## config.mk

```make
export PLATFORM = sky130hd
export DESIGN_NAME = first_fit_block_allocator
export DESIGN_NICKNAME = d
export VERILOG_FILES = /design/src/ffa_pkg.sv /design/src/ffa_ctrl.sv /design/src/ffa_datapath.sv /design/src/first_fit_block_allocator.sv
export VERILOG_INCLUDE_DIRS = /design/src /design/src/src
export SDC_FILE = /design/constraint.sdc
export NUM_CORES = 1
export LEC_CHECK = 0
export BUFFER_PORTS_ARGS = -buffer_cell sky130_fd_sc_hd__buf_2
export CAP_MARGIN = 5
export CORE_ASPECT_RATIO = 1.2
export CORE_MARGIN = 2
export CORE_UTILIZATION = 32
export DETAILED_ROUTE_END_ITERATION = 7
export PLACE_DENSITY = 0.46
export SYNTH_ARGS = -nofsm -noshare
export SYNTH_HDL_FRONTEND = slang
export SYNTH_SLANG_ARGS = --single-unit
```

## constraint.sdc

```tcl
create_clock -name clk -period 8.65 [get_ports clk]
set_input_delay 0.4325 -clock clk [delete_from_list [all_inputs] [get_ports clk]]
set_output_delay 0.4325 -clock clk [all_outputs]
set_load 0.02 [all_outputs]
```

## src/first_fit_block_allocator_assert.svh

```systemverilog
// Assertion macros for the first-fit block allocator.
// Used by the top level only; relies on clk and arst_n in the including scope.
`ifndef FIRST_FIT_BLOCK_ALLOCATOR_ASSERT_SVH
`define FIRST_FIT_BLOCK_ALLOCATOR_ASSERT_SVH
`ifndef ASSERT_OFF
// same-cycle implication
`define FFA_ASSERT_IMP(label, ante, cons) \
	label: assert property (@(posedge clk) disable iff (!arst_n) (ante) |-> (cons)) \
		else $error("first_fit_block_allocator: assertion failed");
// next-cycle implication
`define FFA_ASSERT_NXT(label, ante, cons) \
	label: assert property (@(posedge clk) disable iff (!arst_n) (ante) |=> (cons)) \
		else $error("first_fit_block_allocator: assertion failed");
`else
`define FFA_ASSERT_IMP(label, ante, cons)
`define FFA_ASSERT_NXT(label, ante, cons)
`endif
`endif

```

## src/ffa_pkg.sv

```systemverilog
// Shared constants, codes and types of the first-fit block allocator.
// No dependencies; used by ffa_ctrl, ffa_datapath and the top level.
`default_nettype none
package ffa_pkg;

	// arena geometry (ALIGN_BYTES is a power of two)
	localparam int ARENA_BYTES  = 1024;
	localparam int ALIGN_BYTES  = 16;
	localparam int HEADER_BYTES = 16;

	localparam int ALIGN_LOG2 = $clog2(ALIGN_BYTES);
	localparam int NGRAN      = ARENA_BYTES / ALIGN_BYTES;
	localparam int HDR_G      = (HEADER_BYTES + ALIGN_BYTES - 1) / ALIGN_BYTES;
	localparam int HDR_BYTES  = HDR_G * ALIGN_BYTES;
	localparam int GW         = $clog2(NGRAN);
	localparam int PW         = 17 - ALIGN_LOG2;
	localparam int CW         = ((GW > PW) ? GW : PW) + 2;

	// port widths
	localparam int KIND_W = 2;
	localparam int REQ_W  = 16;
	localparam int OFF_W  = 10;
	localparam int ST_W   = 2;

	// item kinds
	localparam logic [KIND_W-1:0] KIND_ALLOC = 2'd0;
	localparam logic [KIND_W-1:0] KIND_FREE  = 2'd1;

	// result status codes
	localparam logic [ST_W-1:0] ST_DONE    = 2'd0;
	localparam logic [ST_W-1:0] ST_NOSPACE = 2'd1;
	localparam logic [ST_W-1:0] ST_BADADDR = 2'd2;

	// one block header as stored per granule
	typedef struct packed {
		logic          present;
		logic          used;
		logic [GW-1:0] size;
	} entry_t;

	localparam entry_t ENTRY_ARENA  = '{present: 1'b1, used: 1'b0,
		size: GW'(NGRAN - HDR_G)};
	localparam entry_t ENTRY_ABSENT = '{present: 1'b0, used: 1'b0, size: '0};

	// controller to datapath
	typedef struct packed {
		logic            load;
		logic            rd_cur;
		logic            step;
		logic            wr_grant;
		logic            wr_split;
		logic            wr_free;
		logic            clear;
		logic            emit;
		logic [ST_W-1:0] st;
	} cmd_t;

	// datapath to controller
	typedef struct packed {
		logic present;
		logic fits;
		logic split_ok;
		logic next_oob;
		logic free_bad;
	} stat_t;

endpackage
`default_nettype wire

```

## src/ffa_ctrl.sv

```systemverilog
// Controller of the first-fit block allocator: sequences walk, free and restart.
// Depends on ffa_pkg.
`default_nettype none
module ffa_ctrl (
	input  wire logic                      clk,
	input  wire logic                      arst_n,
	input  wire logic                      start,
	input  wire logic [ffa_pkg::KIND_W-1:0] kind,
	input  wire ffa_pkg::stat_t            stat,
	output ffa_pkg::cmd_t                  cmd,
	output logic                           busy
);

	localparam logic [2:0] S_IDLE  = 3'd0;
	localparam logic [2:0] S_ARD   = 3'd1;
	localparam logic [2:0] S_AEV   = 3'd2;
	localparam logic [2:0] S_SPLIT = 3'd3;
	localparam logic [2:0] S_FCHK  = 3'd4;
	localparam logic [2:0] S_FEV   = 3'd5;
	localparam logic [2:0] S_RST   = 3'd6;

	logic [2:0] state_q, state_d;

	// next state and commands
	always_comb begin
		state_d = state_q;
		cmd     = '0;
		unique case (state_q)
			S_IDLE: begin
				if (start) begin
					cmd.load = 1'b1;
					if (kind == ffa_pkg::KIND_ALLOC)
						state_d = S_ARD;
					else if (kind == ffa_pkg::KIND_FREE)
						state_d = S_FCHK;
					else
						state_d = S_RST;
				end
			end
			S_ARD: begin
				cmd.rd_cur = 1'b1;
				state_d    = S_AEV;
			end
			S_AEV: begin
				if (!stat.present) begin
					cmd.emit = 1'b1;
					cmd.st   = ffa_pkg::ST_NOSPACE;
					state_d  = S_IDLE;
				end else if (stat.fits) begin
					cmd.wr_grant = 1'b1;
					cmd.emit     = 1'b1;
					cmd.st       = ffa_pkg::ST_DONE;
					state_d      = stat.split_ok ? S_SPLIT : S_IDLE;
				end else if (stat.next_oob) begin
					cmd.emit = 1'b1;
					cmd.st   = ffa_pkg::ST_NOSPACE;
					state_d  = S_IDLE;
				end else begin
					cmd.step = 1'b1;
				end
			end
			S_SPLIT: begin
				cmd.wr_split = 1'b1;
				state_d      = S_IDLE;
			end
			S_FCHK: begin
				if (stat.free_bad) begin
					cmd.emit = 1'b1;
					cmd.st   = ffa_pkg::ST_BADADDR;
					state_d  = S_IDLE;
				end else begin
					cmd.rd_cur = 1'b1;
					state_d    = S_FEV;
				end
			end
			S_FEV: begin
				cmd.emit = 1'b1;
				if (stat.present) begin
					cmd.wr_free = 1'b1;
					cmd.st      = ffa_pkg::ST_DONE;
				end else begin
					cmd.st = ffa_pkg::ST_BADADDR;
				end
				state_d = S_IDLE;
			end
			S_RST: begin
				cmd.clear = 1'b1;
				cmd.emit  = 1'b1;
				cmd.st    = ffa_pkg::ST_DONE;
				state_d   = S_IDLE;
			end
			default: begin
				state_d = S_IDLE;
			end
		endcase
	end

	// state register
	always_ff @(posedge clk or negedge arst_n) begin
		if (!arst_n)
			state_q <= S_IDLE;
		else
			state_q <= state_d;
	end

	assign busy = (state_q != S_IDLE);

endmodule
`default_nettype wire

```

## src/ffa_datapath.sv

```systemverilog
// Datapath of the first-fit block allocator: header memory, walk pointer, result registers.
// Depends on ffa_pkg; driven by ffa_ctrl.
`default_nettype none
module ffa_datapath (
	input  wire logic                       clk,
	input  wire logic                       arst_n,
	input  wire ffa_pkg::cmd_t              cmd,
	input  wire logic [ffa_pkg::KIND_W-1:0] kind,
	input  wire logic [ffa_pkg::REQ_W-1:0]  request_bytes,
	input  wire logic [ffa_pkg::OFF_W-1:0]  free_offset,
	output ffa_pkg::stat_t                  stat,
	output logic                            done,
	output logic [ffa_pkg::ST_W-1:0]        status,
	output logic [ffa_pkg::OFF_W-1:0]       data_offset,
	output logic [ffa_pkg::OFF_W-1:0]       granted_bytes
);

	localparam int GW = ffa_pkg::GW;
	localparam int PW = ffa_pkg::PW;
	localparam int CW = ffa_pkg::CW;

	// header store; valid bits make unwritten entries read as after restart
	ffa_pkg::entry_t       mem [ffa_pkg::NGRAN];
	logic [ffa_pkg::NGRAN-1:0] valid_q;

	ffa_pkg::entry_t       rd_q;
	logic                  rd_vld_q;
	logic                  rd_zero_q;
	logic [GW:0]           g_q;
	logic [PW-1:0]         pad_q;
	logic [ffa_pkg::OFF_W-1:0] off_q;
	logic [GW-1:0]         spl_addr_q;
	ffa_pkg::entry_t       spl_data_q;

	logic                  done_q;
	logic [ffa_pkg::ST_W-1:0]  status_q;
	logic [ffa_pkg::OFF_W-1:0] data_offset_q;
	logic [ffa_pkg::OFF_W-1:0] granted_q;

	ffa_pkg::entry_t       ent;
	logic [CW-1:0]         size_c, pad_c, g_c, ng_c, next_c;
	logic [GW-1:0]         keep_size, rem_size;
	logic [ffa_pkg::OFF_W-1:0] fdiff, fgran;
	logic [16:0]           pad_sum;
	logic [GW-1:0]         raddr, waddr;
	ffa_pkg::entry_t       wdata;
	logic                  wr_en, rd_en;
	logic [31:0]           data_byte, grant_byte;

	// entry under evaluation
	always_comb begin
		if (rd_vld_q)
			ent = rd_q;
		else if (rd_zero_q)
			ent = ffa_pkg::ENTRY_ARENA;
		else
			ent = ffa_pkg::ENTRY_ABSENT;
	end

	// fit, split and next-block arithmetic in granules
	assign size_c    = CW'(ent.size);
	assign pad_c     = CW'(pad_q);
	assign g_c       = CW'(g_q);
	assign next_c    = g_c + CW'(ffa_pkg::HDR_G) + size_c;
	assign ng_c      = g_c + CW'(ffa_pkg::HDR_G) + pad_c;
	assign keep_size = stat.split_ok ? pad_q[GW-1:0] : ent.size;
	assign rem_size  = GW'(size_c - pad_c - CW'(ffa_pkg::HDR_G));

	assign stat.present  = ent.present;
	assign stat.fits     = !ent.used && (size_c >= pad_c);
	assign stat.split_ok = (size_c >= pad_c + CW'(2 * ffa_pkg::HDR_G)) &&
		(ng_c < CW'(ffa_pkg::NGRAN));
	assign stat.next_oob = (next_c >= CW'(ffa_pkg::NGRAN));

	// free address decode
	assign fdiff = free_offset - ffa_pkg::OFF_W'(ffa_pkg::HDR_BYTES);
	assign fgran = fdiff >> ffa_pkg::ALIGN_LOG2;
	assign stat.free_bad = (off_q < ffa_pkg::OFF_W'(ffa_pkg::HDR_BYTES)) ||
		(off_q[ffa_pkg::ALIGN_LOG2-1:0] != '0) ||
		(((off_q - ffa_pkg::OFF_W'(ffa_pkg::HDR_BYTES)) >> ffa_pkg::ALIGN_LOG2) >=
		ffa_pkg::OFF_W'(ffa_pkg::NGRAN));

	// request rounded up to whole granules
	assign pad_sum = 17'(request_bytes) + 17'(ffa_pkg::ALIGN_BYTES - 1);

	// memory port selection
	assign rd_en = cmd.rd_cur || cmd.step;
	assign raddr = cmd.step ? next_c[GW-1:0] : g_q[GW-1:0];
	assign wr_en = cmd.wr_grant || cmd.wr_split || cmd.wr_free;

	always_comb begin
		waddr = g_q[GW-1:0];
		wdata = '{present: 1'b1, used: 1'b0, size: ent.size};
		if (cmd.wr_grant)
			wdata = '{present: 1'b1, used: 1'b1, size: keep_size};
		else if (cmd.wr_split) begin
			waddr = spl_addr_q;
			wdata = spl_data_q;
		end
	end

	// header memory
	always_ff @(posedge clk) begin
		if (wr_en)
			mem[waddr] <= wdata;
		if (rd_en)
			rd_q <= mem[raddr];
	end

	// valid bits and read tags
	always_ff @(posedge clk or negedge arst_n) begin
		if (!arst_n) begin
			valid_q   <= '0;
			rd_vld_q  <= 1'b0;
			rd_zero_q <= 1'b0;
		end else begin
			if (cmd.clear)
				valid_q <= '0;
			else if (wr_en)
				valid_q[waddr] <= 1'b1;
			if (rd_en) begin
				rd_vld_q  <= valid_q[raddr];
				rd_zero_q <= (raddr == '0);
			end
		end
	end

	// item capture, walk pointer and split hold
	always_ff @(posedge clk) begin
		if (cmd.load) begin
			pad_q <= pad_sum[16:ffa_pkg::ALIGN_LOG2];
			off_q <= free_offset;
			g_q   <= (kind == ffa_pkg::KIND_FREE) ? (GW+1)'(fgran) : '0;
		end else if (cmd.step) begin
			g_q <= next_c[GW:0];
		end
		if (cmd.wr_grant) begin
			spl_addr_q <= ng_c[GW-1:0];
			spl_data_q <= '{present: 1'b1, used: 1'b0, size: rem_size};
		end
	end

	// result values
	assign data_byte  = (32'(g_q) + 32'(ffa_pkg::HDR_G)) << ffa_pkg::ALIGN_LOG2;
	assign grant_byte = 32'(keep_size) << ffa_pkg::ALIGN_LOG2;

	always_ff @(posedge clk or negedge arst_n) begin
		if (!arst_n)
			done_q <= 1'b0;
		else
			done_q <= cmd.emit;
	end

	always_ff @(posedge clk) begin
		if (cmd.emit) begin
			status_q <= cmd.st;
			if (cmd.wr_grant) begin
				data_offset_q <= data_byte[ffa_pkg::OFF_W-1:0];
				granted_q     <= grant_byte[ffa_pkg::OFF_W-1:0];
			end else begin
				data_offset_q <= '0;
				granted_q     <= '0;
			end
		end
	end

	assign done          = done_q;
	assign status        = status_q;
	assign data_offset   = data_offset_q;
	assign granted_bytes = granted_q;

endmodule
`default_nettype wire

```

## src/first_fit_block_allocator.sv

```systemverilog
// First-fit block allocator: an allocate walks one block header per cycle; the
// result strobes once the walk has examined between 1 and 64 blocks.
// A split keeps busy through its header write; free checks the address, then reads the header.
// One item at a time; the next start is taken once busy falls. done is a one-cycle strobe.
// Reset (asynchronous, arst_n low) leaves the arena as one free block at once.
// Depends on ffa_pkg, ffa_ctrl, ffa_datapath and the assertion header.
`default_nettype none
`include "first_fit_block_allocator_assert.svh"
module first_fit_block_allocator (
	input  wire logic                       clk,
	input  wire logic                       arst_n,
	input  wire logic                       start,
	output logic                            busy,
	input  wire logic [ffa_pkg::KIND_W-1:0] kind,
	input  wire logic [ffa_pkg::REQ_W-1:0]  request_bytes,
	input  wire logic [ffa_pkg::OFF_W-1:0]  free_offset,
	output logic                            done,
	output logic [ffa_pkg::ST_W-1:0]        status,
	output logic [ffa_pkg::OFF_W-1:0]       data_offset,
	output logic [ffa_pkg::OFF_W-1:0]       granted_bytes
);

	ffa_pkg::cmd_t  cmd;
	ffa_pkg::stat_t stat;

	// sequencing
	ffa_ctrl u_ctrl (
		.clk    (clk),
		.arst_n (arst_n),
		.start  (start),
		.kind   (kind),
		.stat   (stat),
		.cmd    (cmd),
		.busy   (busy)
	);

	// storage and arithmetic
	ffa_datapath u_dp (
		.clk           (clk),
		.arst_n        (arst_n),
		.cmd           (cmd),
		.kind          (kind),
		.request_bytes (request_bytes),
		.free_offset   (free_offset),
		.stat          (stat),
		.done          (done),
		.status        (status),
		.data_offset   (data_offset),
		.granted_bytes (granted_bytes)
	);

	// checks
	`FFA_ASSERT_NXT(a_start_busy, start && !busy, busy || done)
	`FFA_ASSERT_IMP(a_done_after_busy, done, $past(busy))
	`FFA_ASSERT_IMP(a_fail_zero, done && (status != ffa_pkg::ST_DONE), (data_offset == '0) && (granted_bytes == '0))
	`FFA_ASSERT_IMP(a_one_result, done, !$past(done) || $past(busy))

endmodule
`default_nettype wire

```

==> impl_metrics.env <==
export IMPL_status="completed"
export IMPL_port_buffers=46
export IMPL_num_vias=14650
export IMPL_cts_tree="yes"
export IMPL_clock_path_buffers=3
export IMPL_arrival_ps=6880
export IMPL_ys_types=74
export IMPL_required_ps=9010
export IMPL_drive_gt1_frac=0.1345
export IMPL_crit_reg2reg_launch="u_dp.g_q[3]"
export IMPL_syn_area_per_cell_um2=14.58
export IMPL_post_cts_buffers=0
export IMPL_grt_total_usage=0.1718
export IMPL_synthTopCellsByArea="edfxtp_1 (62%), dfrtp_1 (7.0%), mux4_2 (4.6%)"
export IMPL_ant_nets=0
export IMPL_grt_start_max_net_pins=110
export IMPL_end_kind="flop"
export IMPL_design_core_area_um2=77490
export IMPL_htree_levels=2
export IMPL_die_area_um2=80200
export IMPL_p_leak_nw=10.06
export IMPL_cp_slowest_stage_delay_ps=750
export IMPL_final_area_um2=28330
export IMPL_r2r_end="u_dp.rd_q[3]"
export IMPL_netlist_area_um2=24940
export IMPL_cts_root_buffer="clkbuf_16"
export IMPL_initial_core_util=0.3218
export IMPL_first_pass_iters=5
export IMPL_finalSetupViolations=0
export IMPL_worstRegToRegCells=15
export IMPL_drv_cap=0
export IMPL_num_io_pins=55
export IMPL_yosysTopAreaCell="edfxtp_1"
export IMPL_max_freq_mhz=153.6
export IMPL_drv_slew=0
export IMPL_post_route_period_util=0.7528
export IMPL_rsz0062_at_grt="false"
export IMPL_area_growth_pct=13.57
export IMPL_finalHoldViolations=0
export IMPL_avgRoutedWirePerCell_um=24.13
export IMPL_drc_errors=0
export IMPL_place_ws_ps=2179
export IMPL_slowest_stage="edfxtp_1"
export IMPL_setup_ws_ps=2138
export IMPL_nets=1838
export IMPL_clk_latency_ps=630
export IMPL_gp_congestion=0.8782
export IMPL_via_per_inst=5.144
export IMPL_tightest_slew_ps=1101
export IMPL_path_class="flop to flop"
export IMPL_power_density_nw_per_um2=358.7
export IMPL_ys_seq_area_frac=0.6855
export IMPL_finalCriticalPeriod_ps=6512
export IMPL_grt_ovfl_total=0
export IMPL_dp_cells=2735
export IMPL_max_slew_margin=0.2627
export IMPL_die_w_um=258.9
export IMPL_total_power_w=0.01016
export IMPL_crit_path_cell_trace="and4_1 > nand2_1 > xnor2_1 > ha_1 > nor3b_1 > nand3_1 > a211oi_2 > o211a_4 > mux2i_4 > buf_12 > buf_4 > mux4_2 > a2111oi_0 > nand4_1 > or3_1"
export IMPL_initialDrtViolationCount=1247
export IMPL_startpoint_type="flop"
export IMPL_grt_pass1_vias=14600
export IMPL_peakVddDrop_v=0.0002209
export IMPL_clock_sinks=581
export IMPL_r2r_slack_ps=2140
export IMPL_finalSetupTns_ps=0
export IMPL_dpl_cell_area_um2=26300
export IMPL_cts_buffers=57
export IMPL_ctsResizeCount=0
export IMPL_cts_clk_slew_worst_paths_ps=70
export IMPL_grt_pass1_wl_um=101900
export IMPL_synth_warnings=0
export IMPL_ys_seq_elements=581
export IMPL_synthArstFlopShare=0.1205
export IMPL_synth_main_ff_cell="edfxtp_1"
export IMPL_drt_wl_total_um=68730
export IMPL_worst_path_max_fanout=109
export IMPL_skew_ps=16.98
export IMPL_synth_edf_count=511
export IMPL_die_h_um=309.8
export IMPL_hold_class="input pin to async pin"
export IMPL_nFillCells=7385
export IMPL_synth_top_area_share=0.6152
export IMPL_syn_inst=1711
export IMPL_finalNonFillerCells=2848
export IMPL_rows=112
export IMPL_antenna_found_initial=0
export IMPL_hpwl_um=44450
## cell usage in the layout (no fill, tap or decap), types with 16 or more instances in the layout
cell type,synthesis,layout
mux2i_1,99,97
buf_4,15,22
inv_1,37,36
nand2_1,236,236
a21oi_1,71,71
edfxtp_1,511,511
mux4_2,51,51
clkbuf_16,0,59
nand2b_1,16,16
a211oi_1,20,20
clkinv_2,0,17
nand3_1,22,22
ha_1,30,30
xnor2_1,26,26
buf_2,23,45
o22ai_1,49,49
dfrtp_1,70,70
o21a_1,69,69
o21ai_0,23,22
nor2_1,105,104
## worst max-delay path: cells and delay by family, from the launching register on
family	cells	cell delay (ps)
XOR/XNOR	1	200
adder cells (fa/ha/maj)	1	370
AO/OA/AOI/OAI	3	1280
multiplexers	2	730
flip-flops	1	750
buffers and inverters	2	1160
AND/OR/NAND/NOR	6	1610
## power breakdown
| group | internal, W | switching (W) |
|---|---|---|
| sequential | 0.00361 | 0.000144 |
| combinational | 0.00122 | 0.00257 |
| clock | 0.00153 | 0.00109 |
| total | 0.00636 | 0.00381 |
## flip-flops by register name (all words and copies together), names as in the netlist
signal,cells
u_ctrl.state_q,3
u_dp.data_offset,6
u_dp.done,1
u_dp.g_q,7
u_dp.granted_bytes,6
u_dp.mem,448
u_dp.off_q,10
u_dp.pad_q,13
u_dp.rd_q,7
u_dp.rd_vld_q,1
u_dp.rd_zero_q,1
u_dp.spl_addr_q,6
u_dp.spl_data_q,6
u_dp.status,2
u_dp.valid_q,64
## metrics by stage
| step | hold slack, ps | utilization |
|---|---|---|
| final | 13.15 | 0.3655 |
| after global routing | 18.42 | 0.3655 |
| after CTS | 2.031 | 0.3655 |
| after detailed placement | 475.8 | 0.3394 |
| after global placement | 467.1 | 0.3394 |
| after floorplan | 136.9 | - |
## worst max path at each step
| stage | to | depth (start not counted) | startpoint |
|---|---|---|---|
| 5_1_grt | u_dp.rd_q[3] | 14 | u_dp.g_q[0] |
| 3_5_place_dp | u_dp.rd_q[3] | 15 | u_dp.g_q[3] |
| 3_3_place_gp | u_dp.rd_q[0] | 15 | u_dp.g_q[3] |
| 6_report | u_dp.rd_q[3] | 15 | u_dp.g_q[3] |
| 2_1_floorplan | u_dp.mem[0][0] | 15 | u_dp.g_q[0] |
| 4_1_cts | u_dp.rd_q[3] | 15 | u_dp.g_q[3] |
## synthesized netlist by cell type (5+ instances only)
cell type / n
a2111oi_0: 15
a211oi_1: 20
a21o_1: 8
a21oi_1: 71
a22oi_1: 5
a31oi_1: 14
and2_1: 12
buf_1: 5
buf_2: 23
buf_4: 15
buf_6: 6
clkbuf_1: 28
dfrtp_1: 70
edfxtp_1: 511
ha_1: 30
inv_1: 37
mux2i_1: 99
mux4_2: 51
nand2_1: 236
nand2b_1: 16
nand3_1: 22
nand3b_1: 9
nand4_1: 10
nor2_1: 105
nor2b_1: 8
nor3_1: 12
nor4_1: 5
o21a_1: 69
o21ai_0: 23
o21ai_1: 5
o22ai_1: 49
or3_1: 11
xnor2_1: 26
xor2_1: 12
## routing by layer
metal,routed length (um),vias up,global-route usage
li1,-,6639,-
met1,31210,7587,0.2368
met2,32910,333,0.2832
met3,2749,91,0.02271
met4,1859,0,0.05054
met5,0,-,0
## final cells by class
cell class | instances | area [um^2] | area share
Clock inverter | 35 | 392.9 | 0.01387
Timing Repair Buffer | 74 | 470.5 | 0.01661
Multi-Input combinational cell | 1023 | 7371 | 0.2602
Sequential cell | 581 | 17100 | 0.6035
Clock buffer | 71 | 1572 | 0.05548
Inverter | 37 | 138.9 | 0.004903
Antenna cell | 1 | 2.502 | 0.00008834
Tap cell | 1026 | 1284 | 0.04532
## repair_timing
item / 4_1_cts / 5_1_grt
endpoints found under the hold margin: 6 / 0
hold buffers: 6 / 0
endpoints found under the setup margin: 0 / 0
## kinds of logic (layout without fill, tap and decap cells)
family,Yosys count,count (layout),synth area share
buf+inv,114,217,0.02237
mux,160,160,0.09135
fa+ha+maj,33,33,0.01746
flops,581,581,0.6855
xor+xnor,39,39,0.01430
compound gates,318,318,0.08654
simple gates,465,465,0.08237
other cells,1,9,0.0001504
No activity file was read; power rests on OpenSTA's default activity.
